==> config.mk <==
export PLATFORM = sky130hd
export DESIGN_NAME = rro_decide
export DESIGN_NICKNAME = d
export VERILOG_FILES = /design/src/design/rro_pkg.sv /design/src/design/rro_decide.sv
export SDC_FILE = /design/constraint.sdc
export NUM_CORES = 2
export LEC_CHECK = 0
export BUFFER_PORTS_ARGS = -buffer_cell sky130_fd_sc_hd__buf_4
export CELL_PAD_IN_SITES_DETAIL_PLACEMENT = 2
export CELL_PAD_IN_SITES_GLOBAL_PLACEMENT = 2
export CORE_ASPECT_RATIO = 1.5
export CORE_MARGIN = 2
export CORE_UTILIZATION = 34
export DETAILED_ROUTE_END_ITERATION = 8
export MAX_ROUTING_LAYER = met4
export PLACE_DENSITY = 0.8
export SLEW_MARGIN = 20
export SYNTH_ARGS = -nofsm -noshare
export SYNTH_HDL_FRONTEND = slang
export SYNTH_SLANG_ARGS = --single-unit
export TNS_END_PERCENT = 1
==> constraint.sdc <==
create_clock -name clock -period 3.87 [get_ports clock]
set_clock_uncertainty 0.2 [all_clocks]
set_input_delay 0.1935 -clock clock [delete_from_list [all_inputs] [get_ports clock]]
set_output_delay 0.1935 -clock clock [all_outputs]
set_load 0.02 [all_outputs]
==> src/design/rro_pkg.sv <==
// Package for the rectangle overlap test core: widths, stage payload types
// and small arithmetic helpers. No dependencies.
`default_nettype none

package rro_pkg;

   localparam int CoordW    = 32;  // signed Q16.16 centre difference
   localparam int HalfW     = 31;  // unsigned Q15.16 half extent
   localparam int TrigW     = 16;  // signed Q2.14 cosine / sine
   localparam int DotW      = 32;  // axis dot axis, 16x16 product
   localparam int DotSumW   = 33;  // sum of two axis products, signed
   localparam int ProdW     = 48;  // trig times coordinate
   localparam int ProjW     = 49;  // sum of two such products, signed
   localparam int ProjMagW  = 48;  // magnitude of a projection
   localparam int LhsShift  = 14;
   localparam int OwnShift  = 28;
   localparam int LhsW      = ProjMagW + LhsShift;  // 62
   localparam int OwnW      = HalfW + OwnShift;     // 59
   localparam int CrossW    = HalfW + DotW;         // 63
   localparam int SumW      = 64;
   localparam int DiffW     = 63;
   localparam int NumAxes   = 4;
   localparam int NumStages = 5;

   // Axis order in all per-axis arrays
   localparam int AxisA1 = 0;
   localparam int AxisA2 = 1;
   localparam int AxisB1 = 2;
   localparam int AxisB2 = 3;

   typedef struct packed {
      logic signed [CoordW-1:0] delta_x;
      logic signed [CoordW-1:0] delta_y;
      logic [HalfW-1:0]         a_half_w;
      logic [HalfW-1:0]         a_half_h;
      logic signed [TrigW-1:0]  a_cos;
      logic signed [TrigW-1:0]  a_sin;
      logic [HalfW-1:0]         b_half_w;
      logic [HalfW-1:0]         b_half_h;
      logic signed [TrigW-1:0]  b_cos;
      logic signed [TrigW-1:0]  b_sin;
      logic                     use_oriented;
   } req_item_type;

   // after the product stage
   typedef struct packed {
      logic                     oriented;
      logic [CoordW-1:0]        dx_mag;
      logic [CoordW-1:0]        dy_mag;
      logic [CoordW-1:0]        w_sum;
      logic [CoordW-1:0]        h_sum;
      logic signed [DotW-1:0]   cc;
      logic signed [DotW-1:0]   ss;
      logic signed [DotW-1:0]   sc;
      logic signed [DotW-1:0]   cs;
      logic signed [ProdW-1:0]  acdx;
      logic signed [ProdW-1:0]  asdy;
      logic signed [ProdW-1:0]  acdy;
      logic signed [ProdW-1:0]  asdx;
      logic signed [ProdW-1:0]  bcdx;
      logic signed [ProdW-1:0]  bsdy;
      logic signed [ProdW-1:0]  bcdy;
      logic signed [ProdW-1:0]  bsdx;
      logic [HalfW-1:0]         wa;
      logic [HalfW-1:0]         ha;
      logic [HalfW-1:0]         wb;
      logic [HalfW-1:0]         hb;
   } s1_type;

   // after the projection stage
   typedef struct packed {
      logic                             oriented;
      logic                             aa_hit;
      logic [DotW-1:0]                  p;
      logic [DotW-1:0]                  q;
      logic [NumAxes-1:0][ProjMagW-1:0] proj_mag;
      logic [HalfW-1:0]                 wa;
      logic [HalfW-1:0]                 ha;
      logic [HalfW-1:0]                 wb;
      logic [HalfW-1:0]                 hb;
   } s2_type;

   // after the radius stage
   typedef struct packed {
      logic                           oriented;
      logic                           aa_hit;
      logic [NumAxes-1:0][LhsW-1:0]   lhs;
      logic [NumAxes-1:0][OwnW-1:0]   own;
      logic [NumAxes-1:0][CrossW-1:0] cross1;
      logic [NumAxes-1:0][CrossW-1:0] cross2;
   } s3_type;

   // after the partial sum stage
   typedef struct packed {
      logic                          oriented;
      logic                          aa_hit;
      logic [NumAxes-1:0][DiffW-1:0] diff;
      logic [NumAxes-1:0][SumW-1:0]  csum;
   } s4_type;

   typedef struct packed {
      logic s4;
      logic s5;
   } decide_en_type;

   function automatic logic [DotW-1:0] mag_dot(input logic signed [DotSumW-1:0] v);
      return v[DotSumW-1] ? DotW'(-v) : DotW'(v);
   endfunction

   function automatic logic [ProjMagW-1:0] mag_proj(input logic signed [ProjW-1:0] v);
      return v[ProjW-1] ? ProjMagW'(-v) : ProjMagW'(v);
   endfunction

   function automatic logic [CoordW-1:0] mag_coord(input logic signed [CoordW-1:0] v);
      return v[CoordW-1] ? CoordW'(-v) : CoordW'(v);
   endfunction

endpackage

`default_nettype wire

==> src/design/rro_decide.sv <==
// Stages 4 and 5: per-axis separation compare split over two registers,
// then the final overlap flag. Depends on rro_pkg.
`default_nettype none

module rro_decide
   import rro_pkg::*;
(
   input  wire logic          clock,
   input  wire decide_en_type en,
   input  wire s3_type        s3,
   output logic               overlap
);

   s4_type             s4_ff, s4_in;
   logic               overlap_ff, overlap_in;
   logic [NumAxes-1:0] sep;

   // |proj| > r_own + r_c1 + r_c2  <=>  (|proj| - r_own) > (r_c1 + r_c2)
   always_comb begin
      s4_in.oriented = s3.oriented;
      s4_in.aa_hit   = s3.aa_hit;
      for (int i = 0; i < NumAxes; i++) begin
         s4_in.diff[i] = DiffW'(s3.lhs[i]) - DiffW'(s3.own[i]);
         s4_in.csum[i] = SumW'(s3.cross1[i]) + SumW'(s3.cross2[i]);
      end
   end

   always_comb begin
      for (int i = 0; i < NumAxes; i++) begin
         sep[i] = !s4_ff.diff[i][DiffW-1] && (SumW'(s4_ff.diff[i]) > s4_ff.csum[i]);
      end
      overlap_in = s4_ff.oriented ? !(|sep) : s4_ff.aa_hit;
   end

   always_ff @(posedge clock) begin
      if (en.s4) begin
         s4_ff <= s4_in;
      end
      if (en.s5) begin
         overlap_ff <= overlap_in;
      end
   end

   assign overlap = overlap_ff;

endmodule

`default_nettype wire
==> run_results.csv <==
group,metric,value,unit
global_routing,grt_pass1_wl,438000,µm
setup_path,crit_chain,"dlygate4sd3_1 > buf_4 > ha_1 > nand4_1 > nor4_2 > nand2_1 > a211oi_1 > buf_4 > a211oi_2 > o31ai_2 > buf_4 > a41oi_1 > xor2_1 > dlygate4sd3_1",
detailed_routing,via_count,59000,
setup_path,slowest_delay,0.70,ns
final_layout,drive_above_1_share,0.188,
flow_run,drv_cap,0,
floorplanning,num_io_pins,994,
setup_path,path_common_cell,"buf_4",
yosys,synth_edf_count,511,
final_layout,final_cell_mix,"buf_4 (1246), dlygate4sd3_1 (810), ha_1 (732), inv_1 (633), a21oi_1 (618)",
clock_tree,clk_latency,0.71,ns
floorplanning,die_h,477,µm
setup_path,crit_family,"buffers and inverters",
yosys,yosysWarnings,0,
worst_hold_path,min_path_type,"input port to flop",
detailed_routing,via_per_inst,6.02,
clock_tree,numClockSinks,511,
place,gp_congestion,0.979,
global_routing,grt_pass1_vias,65600,
timing,final-setup-viol-count,18,
setup_path,path_buf_inv,5,
power_and_ir_drop,leakage,34.4,nW
timing,hold_viol_final,0,
yosys,postSynthCellCount,5784,
floorplanning,fp.dieW,319,µm
timing,period_minus_slack,4.31,ns
final_layout,postLayoutCoreUtil,0.491,
yosys,ys_ff_latch,511,
power_and_ir_drop,power.density,356,mW/mm²
setup_path,arrival,4.55,ns
yosys,syn_area,0.0507,mm²
power_and_ir_drop,peakVddDrop,0.366,mV
place,numPortBuffers,993,
timing,tightestPinTransition,1.03,ns
detailed_routing,wl_per_cell,32.4,µm
yosys,synthesis.nets,7525,
timing,fmax,232,MHz
detailed_routing,drtAntennaViolNets,0,
detailed_routing,drt-total-wl,318000,µm
final_layout,synthToLayoutAreaGrowth,43.5,%
clock_tree,cts_tree,"done",
clock_tree,numCtsBuffers,58,
timing,layout_setup_ws,-0.439,ns
detailed_routing,first_pass_iters,5,
yosys,syn-mean-instance-area,8.77,µm²
setup_path,worst-path-max-fanout,7,
timing,rsz0062_at_grt,"true",
detailed_routing,drtIter0Drc,4503,
setup_path,worstPathRequired,4.11,ns
place,hpwl,210000,µm
final_layout,final_common_cell,"buf_4",
floorplanning,dieArea,0.152,mm²
detailed_routing,route.detailed.drc,0,
yosys,synth_top_flop_cell,"edfxtp_1",
setup_path,worstSetupPathType,"input port to flop",
floorplanning,fp-row-count,173,
status,status,"finished with violations",
timing,finalCritPeriodShare,1.11,
status,violations,"setup timing",
clock_tree,ctsLongestPathBuffers,3,
yosys,synthArstFlopShare,0,
setup_path,worstSetupEndpointType,"flop",
global_routing,grt_antenna_before_repair,77,
global_routing,grt_overflow_total,0,
final_layout,layout.cells.non_filler,9809,
yosys,ys_seq_area_frac,0.303,
timing,maxSlewViolCount,0,
place,dp_cells,8799,
floorplanning,start_util,0.343,
clock_tree,h-tree-depth,2,
clock_tree,clk_pin_slew,0.07,ns
setup_path,start_kind,"input port",
clock_tree,clockRootBuffer,"clkbuf_16",
final_layout,nets,9492,
setup_path,critPathSlowestCell,"nor4_2",
yosys,yosysUniqueCellTypes,92,
global_routing,grt_util_all_layers,0.393,
global_routing,grt_start_max_net_pins,92,
timing,relSlewSlack,0.311,
floorplanning,fp.coreArea,0.148,mm²
cells in the mapped netlist, types with 23 or more instances:
library cell	count	area share
o21ai_1	34	0.0034
nor2b_1	71	0.0088
a21boi_0	23	0.0034
o211ai_1	38	0.0056
nor2_1	289	0.021
nand3_1	117	0.012
o21bai_1	81	0.012
a21oi_1	642	0.063
nor3_1	77	0.0076
nor4_1	26	0.0032
xor2_1	178	0.031
a211oi_1	37	0.0055
nand4_1	154	0.019
a21o_1	409	0.061
inv_1	633	0.047
xnor2_1	272	0.047
o21a_1	65	0.0096
or3_1	24	0.0030
a31oi_1	54	0.0067
ha_1	740	0.18
and3_1	47	0.0058
nand2_1	394	0.029
clkbuf_1	154	0.011
and2_1	37	0.0046
nand2b_1	56	0.0069
o31ai_1	34	0.0050
o21ai_0	273	0.027
edfxtp_1	511	0.30
worst paths after layout:
check                                           from                   end  slack [ns]  depth (start not counted)
worst max-delay path                         s3[900]  s4_ff[443]$_DFFE_PP_       -0.44                         14
worst min-delay path                         s3[133]  s4_ff[136]$_DFFE_PP_        0.01                          4
worst max register to register    s4_ff[1]$_DFFE_PP_     overlap$_DFFE_PP_        0.02                         15
worst min register to register  s4_ff[508]$_DFFE_PP_     overlap$_DFFE_PP_        0.36                          2
layer usage:
metal	global-route usage	up-vias	routed length, µm	share of wire
li1	-	25200	-	-
met1	0.396	29400	111000	0.35
met2	0.695	3134	157000	0.49
met4	0.240	0	26800	0.084
met5	-	-	0	0
met3	0.0811	1280	22400	0.070
repair_timing:
item / in CTS / in global routing
endpoints found under the setup margin: 0 / 71
buffers inserted: 0 / 7
hold buffers: 810 / 0
resized for setup: 0 / 113
hold endpoints to repair: 516 / 0
report_power, final:
group | internal, mW | leakage (nW) | switching, mW
combinational | 5.05 | 28.5 | 6.80
sequential | 7.35 | 5.00 | 0.482
clock | 3.40 | 0.958 | 2.81
total | 15.8 | 34.4 | 10.1
flip-flops by register name (all words and copies together), names as in the netlist:
signal / count
s4_ff: 510
overlap: 1
cell type report:
type | instances | area [µm²]
timing repair buffer | 2065 | 17600
multi-input combinational | 4480 | 32800
sequential | 511 | 15300
clock inverter | 39 | 399
clock buffer | 69 | 1560
tap | 1925 | 2410
fill | 15600 | 75300
antenna | 85 | 213
inverter | 635 | 2380
logic make-up (layout without fill, tap and decap cells):
family / after synthesis / count (layout) / share of synthesized area
simple gates: 1376 / 1376 / 0.134
mux: 3 / 3 / 0.000592
xor+xnor: 450 / 450 / 0.0777
fa+ha+maj: 748 / 748 / 0.186
other cells: 0 / 85 / 0
buf+inv: 793 / 2808 / 0.0589
flops: 511 / 511 / 0.303
compound gates: 1903 / 1903 / 0.241
tightest hold or removal path, cell delays in order:
cell and delay (ns):
buf_4 0.09, ha_1 0.19, nand2b_1 0.18, xor2_1 0.08
stage by stage:
step | instance area, µm² | power [mW] | setup TNS [ns] | hold slack, ns | worst slack (ns)
6_report | 72800 | 25.9 | -2.18 | 0.00970 | -0.439
5_1_grt | 72700 | 26.7 | -2.67 | 0.0128 | -0.444
2_1_floorplan | 50700 | 13.1 | 0 | 0.0924 | 0.455
3_3_place_gp | 62000 | 16.6 | -2.56 | 0.185 | -0.228
4_1_cts | 72100 | 24.4 | 0 | 0.00137 | 0.00458
3_5_place_dp | 62000 | 17.2 | -6.90 | 0.180 | -0.321
Power figures use the tool's default switching activity.
