--- config.mk ---
export PLATFORM = sky130hd
export DESIGN_NAME = rro_proj
export DESIGN_NICKNAME = d
export VERILOG_FILES = /design/src/design/rro_pkg.sv /design/src/design/rro_proj.sv
export SDC_FILE = /design/constraint.sdc
export NUM_CORES = 1
export LEC_CHECK = 0
export BUFFER_PORTS_ARGS = -buffer_cell sky130_fd_sc_hd__buf_2
export CORE_AREA = 2 2 443 445
export CTS_CLUSTER_DIAMETER = 60
export DETAILED_ROUTE_END_ITERATION = 10
export DIE_AREA = 0 0 445 447
export GPL_TIMING_DRIVEN = 0
export PLACE_DENSITY = 0.38
export SYNTH_ARGS = -nofsm -noshare
export SYNTH_HDL_FRONTEND = slang
export SYNTH_SLANG_ARGS = --single-unit
export TNS_END_PERCENT = 1
--- constraint.sdc ---
create_clock -name clock -period 4.7 [get_ports clock]
set_input_delay 0.235 -clock clock [delete_from_list [all_inputs] [get_ports clock]]
set_output_delay 0.235 -clock clock [all_outputs]
set_load 0.01 [all_outputs]
--- src/design/rro_pkg.sv ---
// Package for the rectangle overlap test core: widths, stage payload types
// and small arithmetic helpers. No dependencies.
`default_nettype none

package rro_pkg;

   localparam int CoordW    = 32;  // signed Q16.16 centre difference
   localparam int HalfW     = 31;  // unsigned Q15.16 half extent
   localparam int TrigW     = 16;  // signed Q2.14 cosine / sine
   localparam int DotW      = 32;  // axis dot axis, 16x16 product
   localparam int DotSumW   = 33;  // sum of two axis products, signed
   localparam int ProdW     = 48;  // trig times coordinate
   localparam int ProjW     = 49;  // sum of two such products, signed
   localparam int ProjMagW  = 48;  // magnitude of a projection
   localparam int LhsShift  = 14;
   localparam int OwnShift  = 28;
   localparam int LhsW      = ProjMagW + LhsShift;  // 62
   localparam int OwnW      = HalfW + OwnShift;     // 59
   localparam int CrossW    = HalfW + DotW;         // 63
   localparam int SumW      = 64;
   localparam int DiffW     = 63;
   localparam int NumAxes   = 4;
   localparam int NumStages = 5;

   // Axis order in all per-axis arrays
   localparam int AxisA1 = 0;
   localparam int AxisA2 = 1;
   localparam int AxisB1 = 2;
   localparam int AxisB2 = 3;

   typedef struct packed {
      logic signed [CoordW-1:0] delta_x;
      logic signed [CoordW-1:0] delta_y;
      logic [HalfW-1:0]         a_half_w;
      logic [HalfW-1:0]         a_half_h;
      logic signed [TrigW-1:0]  a_cos;
      logic signed [TrigW-1:0]  a_sin;
      logic [HalfW-1:0]         b_half_w;
      logic [HalfW-1:0]         b_half_h;
      logic signed [TrigW-1:0]  b_cos;
      logic signed [TrigW-1:0]  b_sin;
      logic                     use_oriented;
   } req_item_type;

   // after the product stage
   typedef struct packed {
      logic                     oriented;
      logic [CoordW-1:0]        dx_mag;
      logic [CoordW-1:0]        dy_mag;
      logic [CoordW-1:0]        w_sum;
      logic [CoordW-1:0]        h_sum;
      logic signed [DotW-1:0]   cc;
      logic signed [DotW-1:0]   ss;
      logic signed [DotW-1:0]   sc;
      logic signed [DotW-1:0]   cs;
      logic signed [ProdW-1:0]  acdx;
      logic signed [ProdW-1:0]  asdy;
      logic signed [ProdW-1:0]  acdy;
      logic signed [ProdW-1:0]  asdx;
      logic signed [ProdW-1:0]  bcdx;
      logic signed [ProdW-1:0]  bsdy;
      logic signed [ProdW-1:0]  bcdy;
      logic signed [ProdW-1:0]  bsdx;
      logic [HalfW-1:0]         wa;
      logic [HalfW-1:0]         ha;
      logic [HalfW-1:0]         wb;
      logic [HalfW-1:0]         hb;
   } s1_type;

   // after the projection stage
   typedef struct packed {
      logic                             oriented;
      logic                             aa_hit;
      logic [DotW-1:0]                  p;
      logic [DotW-1:0]                  q;
      logic [NumAxes-1:0][ProjMagW-1:0] proj_mag;
      logic [HalfW-1:0]                 wa;
      logic [HalfW-1:0]                 ha;
      logic [HalfW-1:0]                 wb;
      logic [HalfW-1:0]                 hb;
   } s2_type;

   // after the radius stage
   typedef struct packed {
      logic                           oriented;
      logic                           aa_hit;
      logic [NumAxes-1:0][LhsW-1:0]   lhs;
      logic [NumAxes-1:0][OwnW-1:0]   own;
      logic [NumAxes-1:0][CrossW-1:0] cross1;
      logic [NumAxes-1:0][CrossW-1:0] cross2;
   } s3_type;

   // after the partial sum stage
   typedef struct packed {
      logic                          oriented;
      logic                          aa_hit;
      logic [NumAxes-1:0][DiffW-1:0] diff;
      logic [NumAxes-1:0][SumW-1:0]  csum;
   } s4_type;

   typedef struct packed {
      logic s4;
      logic s5;
   } decide_en_type;

   function automatic logic [DotW-1:0] mag_dot(input logic signed [DotSumW-1:0] v);
      return v[DotSumW-1] ? DotW'(-v) : DotW'(v);
   endfunction

   function automatic logic [ProjMagW-1:0] mag_proj(input logic signed [ProjW-1:0] v);
      return v[ProjW-1] ? ProjMagW'(-v) : ProjMagW'(v);
   endfunction

   function automatic logic [CoordW-1:0] mag_coord(input logic signed [CoordW-1:0] v);
      return v[CoordW-1] ? CoordW'(-v) : CoordW'(v);
   endfunction

endpackage

`default_nettype wire

--- src/design/rro_proj.sv ---
// Stage 2: projections of the centre difference on the four axes, the
// axis-to-axis dot products and the axis-aligned verdict. Depends on rro_pkg.
`default_nettype none

module rro_proj
   import rro_pkg::*;
(
   input  wire logic   clock,
   input  wire logic   en,
   input  wire s1_type s1,
   output s2_type      s2
);

   s2_type s2_ff, s2_in;
   logic signed [DotSumW-1:0] p_sum, q_sum;
   logic signed [ProjW-1:0]   pa1, pa2, pb1, pb2;

   always_comb begin
      // P = A1.B1 = A2.B2, Q = A1.B2 = -(A2.B1)
      p_sum = DotSumW'(s1.cc) + DotSumW'(s1.ss);
      q_sum = DotSumW'(s1.sc) - DotSumW'(s1.cs);
      pa1   = ProjW'(s1.acdx) + ProjW'(s1.asdy);
      pa2   = ProjW'(s1.acdy) - ProjW'(s1.asdx);
      pb1   = ProjW'(s1.bcdx) + ProjW'(s1.bsdy);
      pb2   = ProjW'(s1.bcdy) - ProjW'(s1.bsdx);

      s2_in.oriented         = s1.oriented;
      s2_in.aa_hit           = (s1.dx_mag <= s1.w_sum) && (s1.dy_mag <= s1.h_sum);
      s2_in.p                = mag_dot(p_sum);
      s2_in.q                = mag_dot(q_sum);
      s2_in.proj_mag[AxisA1] = mag_proj(pa1);
      s2_in.proj_mag[AxisA2] = mag_proj(pa2);
      s2_in.proj_mag[AxisB1] = mag_proj(pb1);
      s2_in.proj_mag[AxisB2] = mag_proj(pb2);
      s2_in.wa               = s1.wa;
      s2_in.ha               = s1.ha;
      s2_in.wb               = s1.wb;
      s2_in.hb               = s1.hb;
   end

   always_ff @(posedge clock) begin
      if (en) begin
         s2_ff <= s2_in;
      end
   end

   assign s2 = s2_ff;

endmodule

`default_nettype wire

==> summary.md, run 1 <==
| Metric | Value |
|---|---|
| Port bufs | 1,148 |
| Transition time of the tightest slew-check pin | 1160 ps |
| Avg Cell Area, Syn | 8.70 um2 |
| Max FFs per register | 382 |
| Final ANT Viol Nets | 0 |
| CTS Root Cell | clkbuf_16 |
| Post-DP HPWL | 161,000 um |
| Worst Path Required | 5130 ps |
| Global-route usage over all layers | 0.179 |
| Unrepaired setup endpoints after global routing | true |
| WS Path Type | input port to flop |
| Commonest non-fill, non-tap cell in the layout | buf_2 |
| Library cells used by synthesis | 97 |
| Most frequent cells in the layout | buf_2 (1,156), edfxtp_1 (382), a21oi_1 (367) |
| Io pins | 1,149 |
| Clk buf depth | 3 |
| Max_slew headroom | 0.222 |
| Ranking of synthesized cells by area | edfxtp_1 (32%), ha_1 (12%), xnor2_1 (6.9%) |
| Syn Inst Count | 4,066 |
| Die height | 447 um |
| Die area | 0.199 mm2 |
| CTS Buf Count | 76 |
| Leak pwr | 20.6 nW |
| Post-synthesis cell area | 0.0354 mm2 |
| First-pass GRT wire length | 261,000 um |
| Switching Fraction | 0.382 |
| Fin area | 0.0485 mm2 |
| Clock Power Share | 0.334 |
| Fraction of registers with async set/reset | 0 |
| Net switching power | 6.38 mW |
| Max IR drop VDD | 229 uV |
| Vias per Instance | 4.66 |
| Pre-CTS WS | -1270 ps |
| Internal power | 10.3 mW |
| Worst Hold Slack | 47.3 ps |
| Largest net degree at the start of global routing | 106 |
| Core Region | 0.194 mm2 |
| Max-cap violations | 0 |
| Layout area overhead | 37.1% |
| CTS tree | done |
| Comb power frac | 0.378 |
| CP Max Fanout | 10 |
| Register area share after synthesis | 0.324 |
| Post-DR wirelength/cell | 23.3 um |
| Clk sinks | 382 |
| # setup viols final | 0 |
| Pwr Density | 344 mW/mm2 |
| Fmax | 0.222 GHz |
| Clk slew on worst S/H paths | 50 ps |
| Syn_nets | 5,165 |
| FF+latch count, synth | 382 |
| DRT Pass-1 Iters | 6 |
| Startpoint types | input port |
| Fin. max-slew vios | 0 |
| Vias in the first global route | 37.2k |
| Synth top area share | 0.324 |
| Minimum clock period | 4490 ps |
| Initial Utilization | 0.182 |
| Top cell type by total area after synthesis | edfxtp_1 |
| Die W | 445 um |
| Post-synth EDFFs | 382 |
| DRC viols | 0 |
| WL final | 187,000 um |
| Share of cells above drive strength 1 | 0.252 |
| Setup total negative slack | 0 ps |
| H-tree levels | 3 |
| Seq pwr share | 0.288 |
| Commonest register cell after synthesis | edfxtp_1 |
| Row cnt | 162 |
| Arr. time, crit path | 4930 ps |
| Status | completed |
| Post-CTS Repair Setup Buffers | 0 |
| RePlAce Congestion | 0.921 |
| Initial antenna violation count | 84 |
| Setup crit end kind | flop |
| Layout Cells excl Fill | 8,050 |
| Post-route setup slack | 205 ps |
| Nets | 6,527 |
| Dpl cells | 7,761 |
| Fin crit share | 0.956 |
| Hold violation total from the final report | 0 |
| Vias after detailed routing | 37.5k |
| Cell Area, Placed | 0.0444 mm2 |
| Worst hold path class | input port to flop |
| 1st-iter DRT viols | 2,492 |
| Grt total ovfl | 0 |
| Warning count from the yosys run | 0 |
## critical path, cell delays in order
cell and delay [ps]:
buf_2 100, inv_1 40, ha_1 190, inv_1 70, fa_1 390, a21o_1 220
a221o_1 450, nand3_1 320, a211oi_1 130, a211oi_1 410, o21ai_0 330, a21oi_1 500
o21bai_1 170, nand2_1 120, a31o_2 330, clkbuf_2 350, o21ai_0 170, xnor2_1 390
## power by group through the flow
stage	clock, mW	sequential, mW	combinational (mW)
6_report	5.57	4.81	6.31
5_1_grt	5.94	4.87	6.90
4_1_cts	5.80	4.83	6.34
3_5_place_dp	0	4.88	6.19
3_3_place_gp	0	4.92	6.19
2_1_floorplan	0	5.15	3.19
## layer usage
layer | wire length [um] | track usage | vias to the layer above | part of all wire
met5 | 59 | 0 | - | 0.00032
li1 | - | - | 17900 | -
met4 | 6540 | 0.0617 | 8 | 0.035
met3 | 12900 | 0.0443 | 293 | 0.069
met2 | 95500 | 0.328 | 1301 | 0.51
met1 | 72300 | 0.201 | 18000 | 0.39
## final timing paths
path	end	start	depth (start not counted)
worst max-delay path	s2[189]$_DFFE_PP_	s1[364]	18
worst min-delay path	s2[124]$_DFFE_PP_	s1[460]	2
## synthesized netlist by cell type (10+ instances only)
master       n
a2111oi_0   15
a211oi_1    50
a21boi_0    22
a21o_1     123
a21oi_1    367
a311oi_1    10
a31oi_1     58
and2_1      38
and3_1      37
and4_1      25
clkbuf_1   115
edfxtp_1   382
ha_1       326
inv_1      294
mux2i_1     10
nand2_1    335
nand2b_1    34
nand3_1     83
nand4_1     92
nor2_1     280
nor2b_1     36
nor3_1      89
nor3b_1     11
nor4_1      40
o2111ai_1   16
o211ai_1    38
o21a_1      57
o21ai_0    269
o21ai_1     14
o21bai_1    36
o221ai_1    13
o31a_1      10
o31ai_1     52
or2_2       26
or3_1       48
or4_1       13
xnor2_1    280
xor2_1     135
## timing repair
item,in CTS,in global routing
pin swaps,0,0
gates resized for setup,9,28
hold endpoints to repair,131,0
endpoints found under the setup margin,39,85
hold buffers,131,0
## area by class of cell
cell class	instances	area [um2]
Timing Repair Buffer	1284	7170
Fill cell	21500	146000
Clock inverter	56	571
Multi-Input combinational cell	3262	22500
Tap cell	2542	3180
Clock buffer	82	1970
Antenna cell	20	50.0
Inverter	294	1100
Buffer	128	509
Sequential cell	382	11500
## logic make-up after synthesis
group,count (synthesis),synth area share
multiplexers,12,0.00347
AND/OR/NAND/NOR,1233,0.175
buffers and inverters,422,0.0454
XOR/XNOR,415,0.103
AO/OA/AOI/OAI,1270,0.230
adder cells (fa/ha/maj),332,0.119
flip-flops,382,0.324
## metrics by stage
step	util	total power, mW
5_1_grt	0.250	17.7
3_3_place_gp	0.228	11.1
6_report	0.250	16.7
2_1_floorplan	-	8.34
3_5_place_dp	0.229	11.1
4_1_cts	0.249	17.0
Note: power is estimated with default switching activity, not from simulation.
==> inputs of run 2 (changes only) <==
==> config.mk (replaced) <==
export PLATFORM = sky130hd
export DESIGN_NAME = rro_proj
export DESIGN_NICKNAME = d
export VERILOG_FILES = /design/src/design/rro_pkg.sv /design/src/design/rro_proj.sv
export SDC_FILE = /design/constraint.sdc
export NUM_CORES = 1
export LEC_CHECK = 0
export CORE_AREA = 2 2 453 455
export CTS_CLUSTER_DIAMETER = 60
export DETAILED_ROUTE_END_ITERATION = 10
export DIE_AREA = 0 0 455 457
export DONT_BUFFER_PORTS = 1
export GPL_TIMING_DRIVEN = 0
export PLACE_DENSITY = 0.32
export SYNTH_ARGS = -nofsm -noshare
export SYNTH_HDL_FRONTEND = slang
export SYNTH_SLANG_ARGS = --single-unit
export TNS_END_PERCENT = 1
==> summary.md, run 2 (synthesized netlist as in run 1, its figures left out) <==
| Metric | Value |
|---|---|
| Status | finished, violations left (was completed) |
| Failing checks | negative hold slack |
| Clk sinks | 382 (unchanged) |
| Unrepaired setup endpoints after global routing | true (unchanged) |
| Max_slew headroom | 0.143 (was 0.222) |
| Worst hold path class | input port to flop (unchanged) |
| Final core utilization | 0.213 (was 0.250) |
| Final ANT Viol Nets | 0 (unchanged) |
| Die area | 0.208 mm2 (was 0.199 mm2) |
| CTS Root Cell | clkbuf_16 (unchanged) |
| Fmax | 0.220 GHz (was 0.222 GHz) |
| Fin crit share | 0.969 (was 0.956) |
| Post-route setup slack | 146 ps (was 205 ps) |
| Max-cap violations | 0 (unchanged) |
| Pwr Density | 374 mW/mm2 (was 344 mW/mm2) |
| Clk slew on worst S/H paths | 60 ps (was 50 ps) |
| Core Region | 0.203 mm2 (was 0.194 mm2) |
| Transition time of the tightest slew-check pin | 1290 ps (was 1160 ps) |
| Vias in the first global route | 32.5k (was 37.2k) |
| Post-DR wirelength/cell | 24.5 um (was 23.3 um) |
| Worst Hold Slack | -372 ps (was 47.3 ps) |
| Hold Buf Count CTS | 152 (was 131) |
| Port bufs | 0 (was 1,148) |
| Clk buf depth | 3 (unchanged) |
| Die height | 457 um (was 447 um) |
| First-pass GRT wire length | 240,000 um (was 261,000 um) |
| Largest net degree at the start of global routing | 383 (was 106) |
| RePlAce Congestion | 0.927 (was 0.921) |
| Leak pwr | 16.2 nW (was 20.6 nW) |
| Layout Cells excl Fill | 7,075 (was 8,050) |
| H-tree levels | 3 (unchanged) |
| Max FFs per register | 382 (unchanged) |
| Worst Path Required | 5120 ps (was 5130 ps) |
| # setup viols final | 0 (unchanged) |
| Fin. max-slew vios | 0 (unchanged) |
| Die W | 455 um (was 445 um) |
| WL final | 173,000 um (was 187,000 um) |
| Arr. time, crit path | 4970 ps (was 4930 ps) |
| Vias after detailed routing | 32.6k (was 37.5k) |
| Setup crit end kind | flop (unchanged) |
| Pre-CTS WS | -1200 ps (was -1270 ps) |
| Post-DP HPWL | 146,000 um (was 161,000 um) |
| Layout area overhead | 22.2% (was 37.1%) |
| Most frequent cells in the layout | edfxtp_1 (382), a21oi_1 (367), nand2_1 (335) (was buf_2 (1,156), edfxtp_1 (382), a21oi_1 (367)) |
| Row cnt | 166 (was 162) |
| Hold violation total from the final report | 163 (was 0) |
| Share of cells above drive strength 1 | 0.0536 (was 0.252) |
| Dpl cells | 6,756 (was 7,761) |
| 1st-iter DRT viols | 2,112 (was 2,492) |
| DRT Pass-1 Iters | 6 (unchanged) |
| Global-route usage over all layers | 0.159 (was 0.179) |
| Total chip power | 16.2 mW (was 16.7 mW) |
| Io pins | 1,149 (unchanged) |
| CP Max Fanout | 6 (was 10) |
| Startpoint types | input port (unchanged) |
| Vias per Instance | 4.61 (was 4.66) |
| Nets | 5,400 (was 6,527) |
| Minimum clock period | 4550 ps (was 4490 ps) |
| Max IR drop VDD | 251 uV (was 229 uV) |
| Initial antenna violation count | 40 (was 84) |
| Initial Utilization | 0.174 (was 0.182) |
| WS Path Type | input port to flop (unchanged) |
| CTS Buf Count | 78 (was 76) |
| CTS tree | done (unchanged) |
| Commonest non-fill, non-tap cell in the layout | edfxtp_1 (was buf_2) |
| Grt total ovfl | 0 (unchanged) |
| DRC viols | 0 (unchanged) |
## run 2: critical path, cell delays in order
cell	delay, ps
dlygate4sd3_1	530
ha_1	200
inv_1	60
fa_1	410
a21o_1	210
a221o_1	460
a221o_1	470
a21oi_1	210
xnor2_1	160
or4_1	500
or2_1	310
nor4_4	370
nand2_1	170
nor3_1	290
a31oi_1	180
xnor2_1	200
## run 2: worst paths after layout
check | slack [ps] | cells past startpoint | start | to
worst max-delay path | 150 | 16 | s1[316] | s2[219]$_DFFE_PP_
worst min-delay path | -370 | 0 | en | s2[92]$_DFFE_PP_
## run 2: repair_timing
item	in CTS	in global routing
buffers inserted	0	0
pin swaps	0	1
endpoints found under the hold margin	523	225
gates resized for setup	5	25
setup endpoints to repair	31	59
## run 2: metrics by stage
stage / hold WS (ps) / area, um2 / setup TNS (ps)
floorplan: 334 / 35400 / 0
global placement: 334 / 38700 / -91680
detailed placement: 334 / 38700 / -79660
CTS: -464 / 43000 / 0
global route: -433 / 43200 / -115
finish: -372 / 43200 / 0
## run 2: where the power goes
group / internal, mW / switching (mW)
combinational: 1.72 / 3.03
clock: 3.58 / 2.31
sequential: 4.65 / 0.893
## run 2: per-layer routing
metal,GRT usage,part of all wire,vias to the layer above
met4,0.0517,0.031,16
met1,0.182,0.40,15600
met3,0.0428,0.068,215
met2,0.283,0.50,1116
li1,-,-,15700
met5,0,0.00062,-
## run 2: area by class of cell
class                   count  area (um2)
clock buffers              81        1960
plain buffers             128         509
flip-flops and latches    382       11500
inverters                 294        1100
diodes                     22        55.1
clock inverters            63         778
multi-input cells        3262       22400
well taps                2688        3360
repair buffers            155        1540
fillers                 22500      160000
